### config.mk
export PLATFORM = sky130hd
export DESIGN_NAME = rgb_to_hsv_8bit
export DESIGN_NICKNAME = d
export VERILOG_FILES = /design/src/hw/rtl/r2h_pkg.sv /design/src/hw/rtl/r2h_classify.sv /design/src/hw/rtl/rgb_to_hsv_8bit.sv
export SDC_FILE = /design/constraint.sdc
export NUM_CORES = 1
export LEC_CHECK = 0
export BUFFER_PORTS_ARGS = -buffer_cell sky130_fd_sc_hd__buf_2
export CAP_MARGIN = 30
export CORE_UTILIZATION = 50
export CTS_BUF_LIST = sky130_fd_sc_hd__clkbuf_4 sky130_fd_sc_hd__clkbuf_8
export DETAILED_ROUTE_END_ITERATION = 8
export PLACE_DENSITY_LB_ADDON = 0.12
export RECOVER_POWER = 25
export SLEW_MARGIN = 20
export SYNTH_ARGS = -nofsm -noshare
export SYNTH_HDL_FRONTEND = slang
export SYNTH_SLANG_ARGS = --single-unit
### constraint.sdc
create_clock -name clk -period 17.2 [get_ports clk]
set_input_delay 2.58 -clock clk [delete_from_list [all_inputs] [get_ports clk]]
set_output_delay 2.58 -clock clk [all_outputs]
set_load 0.005 [all_outputs]
### src/hw/rtl/r2h_pkg.sv
// Shared types, constants and helper functions for the RGB to HSV converter.
`default_nettype none

package r2h_pkg;

  // Channel and arithmetic widths
  localparam int CH_W       = 8;
  localparam int SAT_QB     = 8;    // saturation quotient bits (result <= 255)
  localparam int HUE_QB     = 6;    // hue offset quotient bits (result <= 43)
  localparam int SAT_NUM_W  = 16;   // 255 * delta fits in 16 bits
  localparam int HUE_NUM_W  = 14;   // 43 * |diff| fits in 14 bits
  localparam int STEP_IDX_W = $clog2(SAT_QB);

  // Scale constants
  localparam int HUE_SECTOR     = 43;
  localparam int HUE_BASE_GREEN = 85;
  localparam int HUE_BASE_BLUE  = 171;
  localparam int FULL_SCALE     = 255;

  // Which channel holds the maximum
  typedef enum logic [1:0] {
    SEC_RED   = 2'd0,
    SEC_GREEN = 2'd1,
    SEC_BLUE  = 2'd2
  } sector_t;

  // Result of the max/min classification
  typedef struct packed {
    logic [CH_W-1:0] value;
    logic [CH_W-1:0] delta;
    sector_t         sector;
    logic            neg;
    logic [CH_W-1:0] absdiff;
    logic            grey;
  } pix_class_t;

  // Working set carried through the divider stages
  typedef struct packed {
    logic [CH_W-1:0]      value;
    logic [CH_W-1:0]      delta;
    sector_t              sector;
    logic                 neg;
    logic                 grey;
    logic [SAT_NUM_W-1:0] sat_rem;
    logic [SAT_QB-1:0]    sat_q;
    logic [HUE_NUM_W-1:0] hue_rem;
    logic [HUE_QB-1:0]    hue_q;
  } div_stage_t;

  // Hue base for each sector
  function automatic logic [CH_W-1:0] hue_base(input sector_t sec);
    logic [CH_W-1:0] b;
    b = '0;
    unique case (sec)
      SEC_RED:   b = '0;
      SEC_GREEN: b = CH_W'(HUE_BASE_GREEN);
      SEC_BLUE:  b = CH_W'(HUE_BASE_BLUE);
      default:   b = '0;
    endcase
    return b;
  endfunction

  // One restoring step of both dividers at quotient bit bit_idx.
  // Saturation divides by value, hue offset divides by delta.
  function automatic div_stage_t div_step(input div_stage_t s,
                                          input logic [STEP_IDX_W-1:0] bit_idx);
    div_stage_t           t;
    logic [SAT_NUM_W-1:0] sd;
    logic [HUE_NUM_W-1:0] hd;
    t  = s;
    sd = SAT_NUM_W'(s.value) << bit_idx;
    hd = HUE_NUM_W'(s.delta) << bit_idx;
    if (s.sat_rem >= sd) begin
      t.sat_rem        = s.sat_rem - sd;
      t.sat_q[bit_idx] = 1'b1;
    end
    if (int'(bit_idx) < HUE_QB) begin
      if (s.hue_rem >= hd) begin
        t.hue_rem        = s.hue_rem - hd;
        t.hue_q[bit_idx] = 1'b1;
      end
    end
    return t;
  endfunction

endpackage

`default_nettype wire

### src/hw/rtl/r2h_classify.sv
// Max/min search, sector choice and signed hue difference for one pixel.
`default_nettype none

module r2h_classify (
  input  wire logic [r2h_pkg::CH_W-1:0] red,
  input  wire logic [r2h_pkg::CH_W-1:0] green,
  input  wire logic [r2h_pkg::CH_W-1:0] blue,
  output r2h_pkg::pix_class_t           cls
);
  import r2h_pkg::*;

  logic [CH_W-1:0] hi;
  logic [CH_W-1:0] lo;
  logic [CH_W-1:0] rg_hi;
  logic [CH_W-1:0] rg_lo;
  logic [CH_W-1:0] op_a;
  logic [CH_W-1:0] op_b;
  sector_t         sec;

  // Largest and smallest channel
  assign rg_hi = (red > green) ? red : green;
  assign rg_lo = (red < green) ? red : green;
  assign hi    = (rg_hi > blue) ? rg_hi : blue;
  assign lo    = (rg_lo < blue) ? rg_lo : blue;

  // Sector, ties to red then green
  always_comb begin
    priority if (red == hi) begin
      sec = SEC_RED;
    end else if (green == hi) begin
      sec = SEC_GREEN;
    end else begin
      sec = SEC_BLUE;
    end
  end

  // Operands of the signed difference for each sector
  always_comb begin
    unique case (sec)
      SEC_RED: begin
        op_a = green;
        op_b = blue;
      end
      SEC_GREEN: begin
        op_a = blue;
        op_b = red;
      end
      default: begin
        op_a = red;
        op_b = green;
      end
    endcase
  end

  always_comb begin
    cls.value   = hi;
    cls.delta   = hi - lo;
    cls.sector  = sec;
    cls.neg     = (op_a < op_b);
    cls.absdiff = (op_a < op_b) ? (op_b - op_a) : (op_a - op_b);
    cls.grey    = (hi == lo);
  end

endmodule

`default_nettype wire

### src/hw/rtl/rgb_to_hsv_8bit.sv
// Top level: pipelined 8-bit RGB to HSV converter.
// Each accepted input beat passes through registered stages to its output beat
// (classify, numerator prep, 8 restoring divider steps, output register).
// Throughput: one pixel per cycle while the output is not stalled; the 8-step saturation divider sets the depth.
// Bubbles are squeezed out per stage when the output is stalled.
// Reset clears the stage valid bits only; data registers are not reset.
`default_nettype none

module rgb_to_hsv_8bit (
  input  wire logic                     clk,
  input  wire logic                     rst_n,
  input  wire logic                     in_valid,
  output logic                          in_stall,
  input  wire logic [r2h_pkg::CH_W-1:0] in_red,
  input  wire logic [r2h_pkg::CH_W-1:0] in_green,
  input  wire logic [r2h_pkg::CH_W-1:0] in_blue,
  output logic                          out_valid,
  input  wire logic                     out_stall,
  output logic [r2h_pkg::CH_W-1:0]      out_hue,
  output logic [r2h_pkg::CH_W-1:0]      out_saturation,
  output logic [r2h_pkg::CH_W-1:0]      out_value
);
  import r2h_pkg::*;

  // Stage map: 0 classify, 1 prep, 2..SAT_QB+1 divider, last output
  localparam int N_STG = SAT_QB + 3;
  localparam int OUT_S = N_STG - 1;

  logic [N_STG-1:0] vld_r;
  logic [N_STG-1:0] adv;

  pix_class_t      cls_c;
  pix_class_t      cls_r;
  div_stage_t      prep_nxt;
  div_stage_t      prep_r;
  div_stage_t      div_r [SAT_QB];
  logic [CH_W-1:0] q_ext;
  logic [CH_W-1:0] hue_off;
  logic [CH_W-1:0] hue_nxt;
  logic [CH_W-1:0] hue_r;
  logic [CH_W-1:0] sat_r;
  logic [CH_W-1:0] val_r;

  // Advance chain: a stage loads when empty or when its successor moves
  assign adv[OUT_S] = ~vld_r[OUT_S] | ~out_stall;
  for (genvar i = 0; i < OUT_S; i++) begin : g_adv
    assign adv[i] = ~vld_r[i] | adv[i+1];
  end

  assign in_stall = ~adv[0];

  // Valid bits travel with the data
  always_ff @(posedge clk) begin
    if (!rst_n) begin
      vld_r <= '0;
    end else begin
      if (adv[0]) begin
        vld_r[0] <= in_valid;
      end
      for (int i = 1; i < N_STG; i++) begin
        if (adv[i]) begin
          vld_r[i] <= vld_r[i-1];
        end
      end
    end
  end

  // Stage 0: classify the incoming beat
  r2h_classify u_classify (
    .red   (in_red),
    .green (in_green),
    .blue  (in_blue),
    .cls   (cls_c)
  );

  always_ff @(posedge clk) begin
    if (adv[0]) begin
      cls_r <= cls_c;
    end
  end

  // Stage 1: numerators 255*delta and 43*|diff|
  always_comb begin
    prep_nxt.value   = cls_r.value;
    prep_nxt.delta   = cls_r.delta;
    prep_nxt.sector  = cls_r.sector;
    prep_nxt.neg     = cls_r.neg;
    prep_nxt.grey    = cls_r.grey;
    prep_nxt.sat_rem = (SAT_NUM_W'(cls_r.delta) << CH_W) - SAT_NUM_W'(cls_r.delta);
    prep_nxt.sat_q   = '0;
    prep_nxt.hue_rem = HUE_NUM_W'(cls_r.absdiff) * HUE_NUM_W'(HUE_SECTOR);
    prep_nxt.hue_q   = '0;
  end

  always_ff @(posedge clk) begin
    if (adv[1]) begin
      prep_r <= prep_nxt;
    end
  end

  // Divider stages: one quotient bit per stage, MSB first
  for (genvar j = 0; j < SAT_QB; j++) begin : g_div
    localparam logic [STEP_IDX_W-1:0] BIT = STEP_IDX_W'(SAT_QB - 1 - j);
    div_stage_t src;
    if (j == 0) begin : g_first
      assign src = prep_r;
    end else begin : g_next
      assign src = div_r[j-1];
    end
    always_ff @(posedge clk) begin
      if (adv[j+2]) begin
        div_r[j] <= div_step(src, BIT);
      end
    end
  end

  // Output stage: signed offset onto the sector base, wrap mod 256; grey pixels give zero hue and saturation
  assign q_ext   = CH_W'(div_r[SAT_QB-1].hue_q);
  assign hue_off = div_r[SAT_QB-1].neg ? (~q_ext + CH_W'(1)) : q_ext;
  assign hue_nxt = hue_base(div_r[SAT_QB-1].sector) + hue_off;

  always_ff @(posedge clk) begin
    if (adv[OUT_S]) begin
      hue_r <= div_r[SAT_QB-1].grey ? '0 : hue_nxt;
      sat_r <= div_r[SAT_QB-1].grey ? '0 : div_r[SAT_QB-1].sat_q;
      val_r <= div_r[SAT_QB-1].value;
    end
  end

  assign out_valid      = vld_r[OUT_S];
  assign out_hue        = hue_r;
  assign out_saturation = sat_r;
  assign out_value      = val_r;

endmodule

`default_nettype wire

==> key figures <==
GRT
  – Vias in the first global route: 15800
  – Met3 Use GR: 3.04%
  – Initial antenna violation count: 1
  – GRT overflow: 0
  – GR Util met2: 31.2%
  – Met1 Resource Use GR: 18.7%
  – Total GRT Usage: 17.0%
  – Pin count of the biggest net entering global routing: 62
  – Global-route wire length before repair: 74200 microns
  – Most used routing layer: met2

Detailed routing
  – Routed vias: 15700
  – Routed WL: 45100 microns
  – Vias per inst: 5.21
  – DR iter-0 viols: 745
  – Antenna Nets Post-Route: 0
  – Routed len/inst: 14.9 microns
  – # DRC: 0
  – TritonRoute pass-1 iters: 4

Min path
  – Worst min-delay path category: flop to flop
  – Hold Startpoint: div_r[0][217]$_DFFE_PP_

Worst setup path
  – Critical Path Fanout Max: 18
  – Critical setup path kind: primary input to flop
  – Worst reg2reg setup slack: 13.35 ns
  – Crit path launch: in_green[1]
  – Reg2reg start: cls_r[4]$_DFFE_PN_
  – Max incr delay on CP: 0.59 ns
  – CP arrival: 10.53 ns
  – Critical Path Slowest Stage Cell: a2111oi_2
  – Critical Path RT: 17.59 ns
  – Startpoint types: primary input
  – Critical path capture point type: flop

Clocking
  – Root Buffer: clkbuf_8
  – Clock transition at path regs: 0.06 ns
  – CTS resizes: 0
  – Worst-Skew Late Latency: 0.65 ns
  – CTS H-tree lvls: 3
  – CTS Buffer Depth: 3
  – CTS Sinks: 524
  – Setup repair bufs after CTS: 0
  – Hold_buf cts: 0
  – CTS tree: yes
  – Number of buffers created by CTS: 87

Cells and area
  – Fin util: 56.3%
  – Filler instances: 4294
  – Share of layout cells above drive strength 1: 11.8%
  – Area of the multi-input gates: 9980 sq um
  – Nets: 2512
  – FF+latch area: 15600 sq um
  – Area Growth Syn to Fin: 11.0%

STA
  – RSZ-0062 raised after global routing: false
  – Worst-Margin Slew: 0.914 ns
  – Fin crit period: 10.14 ns
  – Period Utilization, post-route: 59.0%
  – Skew final: 0.0344 ns
  – Slew Limit Fails: 0
  – Setup violations, final: 0
  – Sum Neg Setup Slack: 0 ns
  – Final count of hold timing violations: 0
  – Rel. slew slack: 39.1%
  – Hold Slack: 0.407 ns
  – FMAX: 98.6 MHz
  – Worst setup slack after layout: 7.06 ns

Placed design
  – DP Worst Slack: 6.45 ns
  – IO buf count: 53
  – Global placement routability congestion: 0.887
  – Hpwl dp: 34300 microns

Synth
  – Seq/Total Area, Yosys: 58.5%
  – Avg Inst Size Synth: 12.5 sq um
  – Most frequent cell after synthesis: edfxtp_1
  – Syn nets: 2391
  – Fraction of registers with async set or reset after synthesis: 0%
  – Synth Cell Area: 26700 sq um
  – Cell variety after synth: 71
  – Largest cells by area after synthesis: edfxtp_1 (58%), ha_1 (9.6%), inv_1 (3.6%)
  – Synth area leader: edfxtp_1
  – Most used DFF post-synth: edfxtp_1
  – EDFF count, synth: 513
  – Post-synth top area share: 57.7%
  – Mapped Cells: 2133
  – Synth cell count leaders: edfxtp_1 (513), inv_1 (254), ha_1 (205), nor2_1 (129), a21oi_1 (127)
  – Ys Warns: 0
  – Seq cells post-synth: 524

Die
  – Die span in y: 233 microns
  – Die ar.: 54300 sq um
  – Core ar.: 52700 sq um
  – Top Ports: 54
  – Initial cell density of the core: 50.7%
  – Die Width: 233 microns
  – Row cnt: 84

Pwr
  – Peak VDD IR: 0.103 mV
  – Total power: 0.00604 W
  – Power per cell area: 204 nW/um^2
  – Pleak: 12.4 nW

Run status
  – Status: completed

Flow run
  – Max Cap Viol: 0
final timing paths:
kind / endpoint / cells after the start
max: cls_r[6]$_DFFE_PN_ / 32
max reg2reg: g_div[0].src[19]$_DFFE_PP_ / 15
min reg2reg: div_r[1][25]$_DFFE_PP_ / 0
min: div_r[1][25]$_DFFE_PP_ / 0
state kept, by name, indices dropped and copies added (netlist names):
signal          flops
out_value           8
cls_r              28
div_r             412
out_hue             8
g_div.src          49
vld_r              11
out_saturation      8
layout make-up:
type,count,share of cell area [%]
Antenna cell,1,0.00845
Clock buffer,120,5.00
Clock inverter,41,0.726
Inverter,254,3.22
Multi-Input combinational cell,1314,33.7
Sequential cell,524,52.7
Tap cell,688,2.91
Timing Repair Buffer,73,1.72
where the power goes:
group | leakage [nW] | switching, W | internal [W]
clock | 0.900 | 0.000462 | 0.000573
combinational | 6.07 | 0.00133 | 0.00117
sequential | 5.40 | 0.000295 | 0.00221
total | 12.4 | 0.00209 | 0.00395
cell families (layout without fill, tap and decap cells):
group | count (synthesis) | count (layout) | synth area share, %
AO/OA/AOI/OAI | 414 | 414 | 9.62
adder cells (fa/ha/maj) | 230 | 230 | 11.5
other | 0 | 1 | 0
XOR/XNOR | 130 | 130 | 4.26
flip-flops | 524 | 524 | 58.5
buffers and inverters | 295 | 488 | 4.25
AND/OR/NAND/NOR | 466 | 466 | 8.71
multiplexers | 74 | 74 | 3.16
layout by cell type (no fill, tap or decap), drive strengths merged, types with 37 or more instances in the layout:
cell    instances
xnor2          78
inv           254
nand2         109
mux2           47
buf            73
clkbuf        120
a21oi         128
xor2           52
edfxtp        513
o21ai         113
ha            205
nor2          130
nor2b          50
clkinv         37
a21o           45
per-stage QoR:
stage	cell area, sq um	cells
2_1_floorplan	26700	2133
3_3_place_gp	27700	2842
3_5_place_dp	27900	2850
4_1_cts	29600	3011
5_1_grt	29600	3014
6_report	29600	3015
layer usage:
metal | routed length (microns) | part of all wire (%)
met3 | 1610 | 3.6
met4 | 1660 | 3.7
met1 | 18400 | 41
met5 | 12 | 0.027
met2 | 23400 | 52
worst max-delay path: cells and delay by family:
family	cells	cell delay, ns
multiplexers	2	0.58
adder cells (fa/ha/maj)	4	1.17
AND/OR/NAND/NOR	7	2.16
XOR/XNOR	1	0.14
buffers and inverters	5	0.85
AO/OA/AOI/OAI	13	3.02
No activity file was read; power rests on OpenSTA's default activity.
